### src/rtl/core/siph_pkg.sv
package siph_pkg;

    localparam int unsigned NSTAGE = 28;   // two stages per SipRound, 14 rounds
    localparam int unsigned ADDR_W = 4;

    // key register select: paddr[3]
    localparam logic REG_KEY0 = 1'b0;
    localparam logic REG_KEY1 = 1'b1;

    localparam logic [63:0] SIP_C0    = 64'h736f_6d65_7073_6575;
    localparam logic [63:0] SIP_C1    = 64'h646f_7261_6e64_6f6d;
    localparam logic [63:0] SIP_C2    = 64'h6c79_6765_6e65_7261;
    localparam logic [63:0] SIP_C3    = 64'h7465_6462_7974_6573;
    localparam logic [63:0] LEN_BLOCK = 64'h2000_0000_0000_0000;
    localparam logic [63:0] FINAL_XOR = 64'h0000_0000_0000_00ff;
    localparam logic [2:0]  WIDX_LEN  = 3'd4;

    typedef struct packed {
        logic [63:0] a;
        logic [63:0] b;
        logic [63:0] c;
        logic [63:0] d;
    } t_lanes;

    typedef logic [3:0][63:0] t_msg;

    typedef struct packed {
        logic       half;    // 0: first half of round, 1: second half
        logic       xor_d;   // absorb word into d before the round
        logic       xor_c;   // finalization constant into c
        logic       xor_a;   // absorb word into a after the round
        logic [2:0] widx;    // message word, or length block
    } t_op;

    function automatic logic [63:0] rotl(input logic [63:0] x, input int unsigned r);
        rotl = (x << r) | (x >> (64 - r));
    endfunction

    function automatic t_lanes half0(input t_lanes s);
        t_lanes t;
        t   = s;
        t.a = s.a + s.b;
        t.b = rotl(s.b, 13) ^ t.a;
        t.a = rotl(t.a, 32);
        t.c = s.c + s.d;
        t.d = rotl(s.d, 16) ^ t.c;
        half0 = t;
    endfunction

    function automatic t_lanes half1(input t_lanes s);
        t_lanes t;
        t   = s;
        t.a = s.a + s.d;
        t.d = rotl(s.d, 21) ^ t.a;
        t.c = s.c + s.b;
        t.b = rotl(s.b, 17) ^ t.c;
        t.c = rotl(t.c, 32);
        half1 = t;
    endfunction

    // Schedule: word j absorbed over half rounds 4j..4j+3 (j = 4 is length),
    // finalization starts at half round 20.
    function automatic t_op stage_op(input int unsigned h);
        t_op op;
        op.half  = h[0];
        op.xor_d = (h % 4 == 0) && (h < 20);
        op.xor_c = (h == 20);
        op.xor_a = (h % 4 == 3) && (h < 20);
        op.widx  = (h < 20) ? 3'(h / 4) : WIDX_LEN;
        stage_op = op;
    endfunction

endpackage

### src/rtl/core/siph_stage.sv
// One half SipRound plus the absorb and finalization xors scheduled for it.
module siph_stage (
    input  logic              i_clk,
    input  logic              i_rst_n,
    input  siph_pkg::t_op     i_op,
    input  logic              i_valid,
    input  siph_pkg::t_lanes  i_lanes,
    input  siph_pkg::t_msg    i_msg,
    input  logic              i_ready,
    output logic              o_ready,
    output logic              o_valid,
    output siph_pkg::t_lanes  o_lanes,
    output siph_pkg::t_msg    o_msg
);

    logic             r_valid;
    siph_pkg::t_lanes r_lanes;
    siph_pkg::t_msg   r_msg;
    logic [63:0]      w_word;
    siph_pkg::t_lanes w_pre;
    siph_pkg::t_lanes n_lanes;

    assign o_ready = !r_valid || i_ready;

    always_comb begin
        w_word = (i_op.widx == siph_pkg::WIDX_LEN) ? siph_pkg::LEN_BLOCK
                                                    : i_msg[i_op.widx[1:0]];
        w_pre = i_lanes;
        if (i_op.xor_d) begin
            w_pre.d = w_pre.d ^ w_word;
        end
        if (i_op.xor_c) begin
            w_pre.c = w_pre.c ^ siph_pkg::FINAL_XOR;
        end
        n_lanes = i_op.half ? siph_pkg::half1(w_pre) : siph_pkg::half0(w_pre);
        if (i_op.xor_a) begin
            n_lanes.a = n_lanes.a ^ w_word;
        end
    end

    always_ff @(posedge i_clk) begin
        if (!i_rst_n) begin
            r_valid <= 1'b0;
        end else if (o_ready) begin
            r_valid <= i_valid;
        end
    end

    always_ff @(posedge i_clk) begin
        if (o_ready && i_valid) begin
            r_lanes <= n_lanes;
            r_msg   <= i_msg;
        end
    end

    assign o_valid = r_valid;
    assign o_lanes = r_lanes;
    assign o_msg   = r_msg;

endmodule

### config.mk
export PLATFORM = sky130hd
export DESIGN_NAME = siph_stage
export DESIGN_NICKNAME = d
export VERILOG_FILES = /design/src/rtl/core/siph_pkg.sv /design/src/rtl/core/siph_stage.sv
export SDC_FILE = /design/constraint.sdc
export NUM_CORES = 1
export LEC_CHECK = 0
export ABC_CLOCK_PERIOD_IN_PS = 19800
export BUFFER_PORTS_ARGS = -buffer_cell sky130_fd_sc_hd__buf_2
export CAP_MARGIN = 20
export CORE_AREA = 2 2 402 404
export DETAILED_ROUTE_END_ITERATION = 8
export DIE_AREA = 0 0 404 406
export GPL_TIMING_DRIVEN = 0
export SYNTH_ARGS = -nofsm -noshare
export SYNTH_HDL_FRONTEND = slang
export SYNTH_SLANG_ARGS = --single-unit
### constraint.sdc
create_clock -name i_clk -period 19.8 [get_ports i_clk]
set_input_delay 4.95 -clock i_clk [delete_from_list [all_inputs] [get_ports i_clk]]
set_output_delay 4.95 -clock i_clk [all_outputs]
set_load 0.005 [all_outputs]
==> results of run 1 <==
==> per-layer routing <==
metal  vias to the layer above  part of all wire (%)
li1                      16600                     -
met1                     19700                    39
met2                      2598                    44
met3                       565                   9.1
met4                        28                   7.6
met5                         -                 0.062
==> cell families (layout without fill, tap and decap cells) <==
family | after synthesis | after routing
adders and majority gates | 263 | 263
and+or+nand+nor | 976 | 976
buffers and inverters | 293 | 1491
other | 0 | 26
muxes | 161 | 161
xor gates and xnor gates | 633 | 633
DFF | 513 | 513
AOI/OAI and AO/OA | 1051 | 1051
==> where the power goes <==
group / switching [mW] / internal [mW]
Clock: 0.533 / 0.651
Combinational: 1.67 / 0.699
Sequential: 0.0497 / 1.39
==> worst reg2reg max path, stage by stage, from the launching register on <==
cell      delay, ps
dfxtp_1         340
nand2b_1        170
and2_4          680
buf_16          380
buf_16          400
buf_16          350
buf_16          400
==> layout make-up <==
type,count,area (um^2)
Inverter,123,462
Tap cell,2086,2610
Antenna cell,26,65.1
Clock buffer,61,1510
Clock inverter,49,532
Multi-Input combinational cell,3084,22400
Fill cell,16900,110000
Sequential cell,513,15400
Buffer,170,649
Timing Repair Buffer,1088,5870
==> cell usage after synthesis, drive strengths merged, types with 21 or more instances <==
cell type  instances  area [um^2]
a21oi            343         1730
nor2             198          743
nand3             51          255
buf               26          108
nor2b             27          169
a211oi            25          198
a21o             145         1090
nand2            459         1720
and3              28          175
nand4             74          463
clkbuf           144          541
xor2             285         2500
edfxtp           512        15400
nor3              48          240
a31oi             27          169
mux2              21          236
o21a              30          225
xnor2            343         3000
nand2b            27          169
ha               259         3240
o21ai            245         1230
o31ai             27          213
inv              123          462
o21bai            64          480
mux2i             77          771
mux4              63         1420
==> through the flow <==
step           cell area [um^2]  total power, mW  TNS (ps)  std cells  utilization [%]
2_1_floorplan             38900             2.56         0       3890                -
3_3_place_gp              46700             3.78  -2170330       7011             29.3
3_5_place_dp              47400             3.74         0       7059             29.7
4_1_cts                   49400             4.95         0       7169             30.9
5_1_grt                   49500             5.11         0       7185             31.0
6_report                  49500             4.99         0       7200             31.0
==> worst max-delay path by stage <==
| stage | from | cells past startpoint | end | slack, ps |
|---|---|---|---|---|
| final | i_op[2] | 21 | o_lanes[51] | 6710 |
| after global routing | i_op[1] | 20 | o_lanes[53] | 6730 |
| after detailed placement | i_op[2] | 21 | o_lanes[51] | 6240 |
| after CTS | i_op[2] | 21 | o_lanes[51] | 6940 |
| after floorplan | i_ready | 2 | o_lanes[0] | 2180 |
| after global placement | i_ready | 3 | o_lanes[107] | -4500 |
==> flip-flops by register name (all words and copies together), names as in the netlist <==
| register | flops |
|---|---|
| o_lanes | 256 |
| o_msg | 256 |
| o_valid | 1 |
==> results.json, run 1 <==
{
  "ys_types": 85,
  "grt.busiest_layer": "met2",
  "synth_top_family_by_area": "compound AO/OA/AOI/OAI gates",
  "cp_slowest_stage_delay_ps": 900,
  "htree_num_levels": 2,
  "reg2reg_slack_ps": 16640,
  "holdCritStartpoint": "o_valid",
  "met2_usage_pct": 53.5,
  "hold_slack_ps": 671,
  "path_max_fanout": 10,
  "grt.overflow.total": 0,
  "critPathTopFamily": "compound AO/OA/AOI/OAI gates",
  "worst_ep_arrival_time_ps": 13500,
  "cts_tree": "yes",
  "status": "complete, no violations",
  "place_worst_setup_slack_ps": 6240,
  "startpoint_type": "primary input",
  "cts_resized": 0,
  "ant_nets": 0,
  "hpwl_um": 260000,
  "critPathCaptureType": "register",
  "core_region_area_um2": 160000,
  "synthXorXnorAreaFrac_pct": 14.4,
  "cts_sinks": 513,
  "numCtsBuffers": 60,
  "grt_use_total_pct": 34.6,
  "clock_latency_ps": 710,
  "reg2reg_to": "o_lanes[98]",
  "grt_max_degree": 71,
  "yosysWarningCount": 0,
  "drive_gt1_share_pct": 26.0,
  "cts_root_buf": "clkbuf_16",
  "clkTransAtPathRegs_ps": 70,
  "cp_common_cell": "a21oi_1",
  "ys_ff_latch": 513,
  "fp.dieW_um": 404,
  "cts_setup_buffers": 0,
  "r2r-start": "o_valid",
  "synth_compound_area_share_pct": 17.2,
  "min_to": "o_valid",
  "vias_per_cell": 5.49,
  "path_buf_inv": 5,
  "antenna_found_initial": 83,
  "setup_ws_ps": 6710,
  "yosys.area_share.adder_pct": 8.53,
  "rsz0062_at_grt": "no",
  "hold_path_class": "register to register",
  "syn_area_um2": 38900,
  "timing.final.crit_period_ps": 13090,
  "timing.final.crit_share_pct": 66.1,
  "hold_depth": 2,
  "port-buffer-count": 1035,
  "syn_nets": 4676,
  "setup_viol": 0,
  "vias": 39500,
  "die_h_um": 406,
  "cap_violations": 0,
  "syn2layout_area_growth_pct": 27.2,
  "avgRoutedWirePerCell_um": 41.0,
  "syn_inst": 3890,
  "crit_slowest_cell": "xnor2_1",
  "place_congestion": 1.06,
  "report.final.hold_viol_count": 0,
  "p_leak_nw": 20.8,
  "first_iter_violations": 4823,
  "dieArea_um2": 164000,
  "worstPathRequired_ps": 20210,
  "grt_pass1_wl_um": 370000,
  "cts_buffer_depth": 3,
  "synth_edf_count": 512,
  "yosys.area_share.simple_pct": 11.2,
  "fmax_mhz": 76.4,
  "met3_usage_pct": 8.68,
  "grt_pass1_vias": 36600,
  "fin_skew_ps": 34.0,
  "peakVddDrop_mv": 0.0814,
  "synthFlopType": "edfxtp_1",
  "path_cells": "buf_2 > nor3b_1 > nor2b_1 > clkbuf_1 > buf_1 > clkbuf_1 > nand2_1 > xor2_1 > inv_1 > ha_1 > nand3_1 > a21oi_1 > o21ai_0 > a211oi_1 > o211ai_1 > a21oi_1 > a21oi_1 > xnor2_1 > xnor2_1 > nor2_1 > a21oi_1",
  "synthMuxAreaShare_pct": 6.23,
  "final_common_cell": "buf_2",
  "power_density_nw_per_um2": 101,
  "tightest_slew_ps": 1340,
  "final_nets": 5826,
  "ff2ff_path_depth": 6,
  "layout_common_cells": "buf_2 (1045), edfxtp_1 (512), nand2_1 (459)",
  "rows": 147,
  "dr.pass1.iters": 8,
  "slew_violations": 0,
  "async_flop_share_pct": 0,
  "pin_count": 1037,
  "holdBufCountCts": 0,
  "worstSetupPathType": "primary input to register",
  "drc": 0,
  "ys_seq_area_share_pct": 39.6,
  "max_slew_margin_pct": 9.95,
  "grt_util_met1_pct": 43.0,
  "synth_area_per_cell_um2": 10.0,
  "routed_wirelength_um": 295000,
  "start_util_pct": 24.4
}
No activity file was read; power rests on OpenSTA's default activity.
==> run 2, diff against run 1 <==
ABC_CLOCK_PERIOD_IN_PS = 11410   (was 19800)
clock period = 11.41 ns   (was 19.8 ns; I/O delays follow)
==> results.json, run 2 (same netlist as run 1, synthesis figures left out) <==
{
  "rows": 147,
  "layout_common_cells": "buf_2 (1043), edfxtp_1 (512), nand2_1 (459)",
  "dieArea_um2": 164000,
  "core_region_area_um2": 160000,
  "status": "complete, no violations",
  "fmax_mhz": 89.0,
  "grt_pass1_wl_um": 370000,
  "tightest_slew_ps": 1270,
  "drc": 0,
  "startpoint_type": "primary input",
  "vias_per_cell": 5.50,
  "cts_buffer_depth": 3,
  "comb_power_share_pct": 46.9,
  "timing.final.crit_share_pct": 98.5,
  "swShare_pct": 45.0,
  "grt_max_degree": 70,
  "cts_setup_buffers": 0,
  "port-buffer-count": 1035,
  "cts_root_buf": "clkbuf_16",
  "routed_wirelength_um": 294000,
  "fill_cells": 16900,
  "ant_nets": 0,
  "syn2layout_area_growth_pct": 27.7,
  "numCtsBuffers": 66,
  "fin_skew_ps": 53.3,
  "tns_ps": 0,
  "pin_count": 1037,
  "hpwl_um": 260000,
  "path_cells": "buf_2 > buf_1 > clkbuf_1 > buf_1 > mux4_2 > nand2_1 > xor2_1 > inv_1 > ha_1 > nand4_1 > a211oi_1 > o21ai_0 > a211oi_1 > o211ai_1 > a21oi_1 > a21oi_1 > xnor2_1 > xnor2_1 > nor2_1 > a21oi_1",
  "die_h_um": 406,
  "grt.overflow.total": 0,
  "worstSetupPathType": "primary input to register",
  "report.final.hold_viol_count": 0,
  "final_nets": 5826,
  "peakVddDrop_mv": 0.129,
  "cts_sinks": 513,
  "grt_use_total_pct": 34.6,
  "max_slew_margin_pct": 14.7,
  "final_cells": 7216,
  "place_congestion": 1.06,
  "fp.dieW_um": 404,
  "antenna_found_initial": 82,
  "clock_latency_ps": 740,
  "avgRoutedWirePerCell_um": 40.7,
  "p_leak_nw": 20.8,
  "clkPwrFrac_pct": 24.6,
  "crit_slowest_cell": "xor2_1",
  "cap_violations": 0,
  "cell_internal_pwr_mw": 4.81,
  "start_util_pct": 24.4,
  "clkTransAtPathRegs_ps": 50,
  "worst_ep_arrival_time_ps": 11610,
  "cts_resized": 0,
  "final_common_cell": "buf_2",
  "htree_num_levels": 3,
  "cp_slowest_stage_delay_ps": 880,
  "dp.cells": 7058,
  "cts_tree": "yes",
  "critPathCaptureType": "register",
  "p_seq_share_pct": 28.6,
  "cp_common_cell": "a21oi_1",
  "timing.final.crit_period_ps": 11240,
  "hold_slack_ps": 574,
  "first_iter_violations": 4970,
  "vias": 39700,
  "power_density_nw_per_um2": 176,
  "power_switching_mw": 3.94,
  "drive_gt1_share_pct": 25.9,
  "rsz0062_at_grt": "no",
  "path_max_fanout": 10,
  "total_power_mw": 8.76,
  "slew_violations": 0,
  "dr.pass1.iters": 6,
  "grt_pass1_vias": 36900,
  "hold_path_class": "register to register",
  "worstPathRequired_ps": 11780,
  "holdBufCountCts": 0,
  "setup_viol": 0
}
-- run 2: cell types whose count changed in the layout (fill, tap and decap cells not counted), moves of 2 or more --
cell / change
clkinv_16: +4
clkbuf_1: +9
bufinv_16: -3
diode_2: +12
buf_8: +2
clkbuf_16: +6
buf_4: -6
clkinv_2: -4
clkinv_4: -3
buf_2: -2
-- run 2: power groups by stage --
stage | registers, mW | clock network (mW) | logic [mW]
2_1_floorplan | 2.57 | 0 | 1.84
3_3_place_gp | 2.58 | 0 | 3.94
3_5_place_dp | 2.54 | 0 | 3.96
4_1_cts | 2.50 | 2.20 | 3.98
5_1_grt | 2.52 | 2.26 | 4.18
6_report | 2.50 | 2.15 | 4.10
-- run 2: final timing paths --
check             slack, ps     from          end  depth (start not counted)
setup / recovery        170  i_op[1]  o_lanes[51]                         20
hold / removal          570  o_valid      o_valid                          2
setup reg to reg       8420  o_valid  o_lanes[96]                          6
hold reg to reg         570  o_valid      o_valid                          2
-- run 2: stage by stage --
stage	setup slack, ps	util [%]	instance area (um^2)
finish	175	31.1	49700
global route	206	31.1	49600
CTS	255	31.1	49600
detailed placement	-444	29.7	47400
global placement	-1760	29.3	46700
floorplan	1700	-	38900
-- run 2: per-layer routing --
layer  part of all wire (%)  vias up  global-route usage, %
li1                       -    16700                      -
met1                     39    19700                   43.2
met2                     44     2658                   53.8
met3                    8.9      612                   7.88
met4                    7.5       46                   22.1
met5                  0.096        -                      0
-- run 2: cell type report --
type	count	area (um^2)	area share, %
antenna	38	95.1	0.191
inverter	123	462	0.929
clock inverter	44	518	1.04
sequential	513	15400	31.0
timing repair buffer	1083	5850	11.8
clock buffer	76	1690	3.40
tap	2086	2610	5.25
multi-input combinational	3084	22400	45.1
buffer	169	644	1.30
-- run 2: critical path, delay by kind of cell --
family	cells	cell delay, ps
buf+inv	5	2400
xor+xnor	3	1950
compound gates	7	2990
fa+ha+maj	1	470
mux	1	500
simple gates	3	380
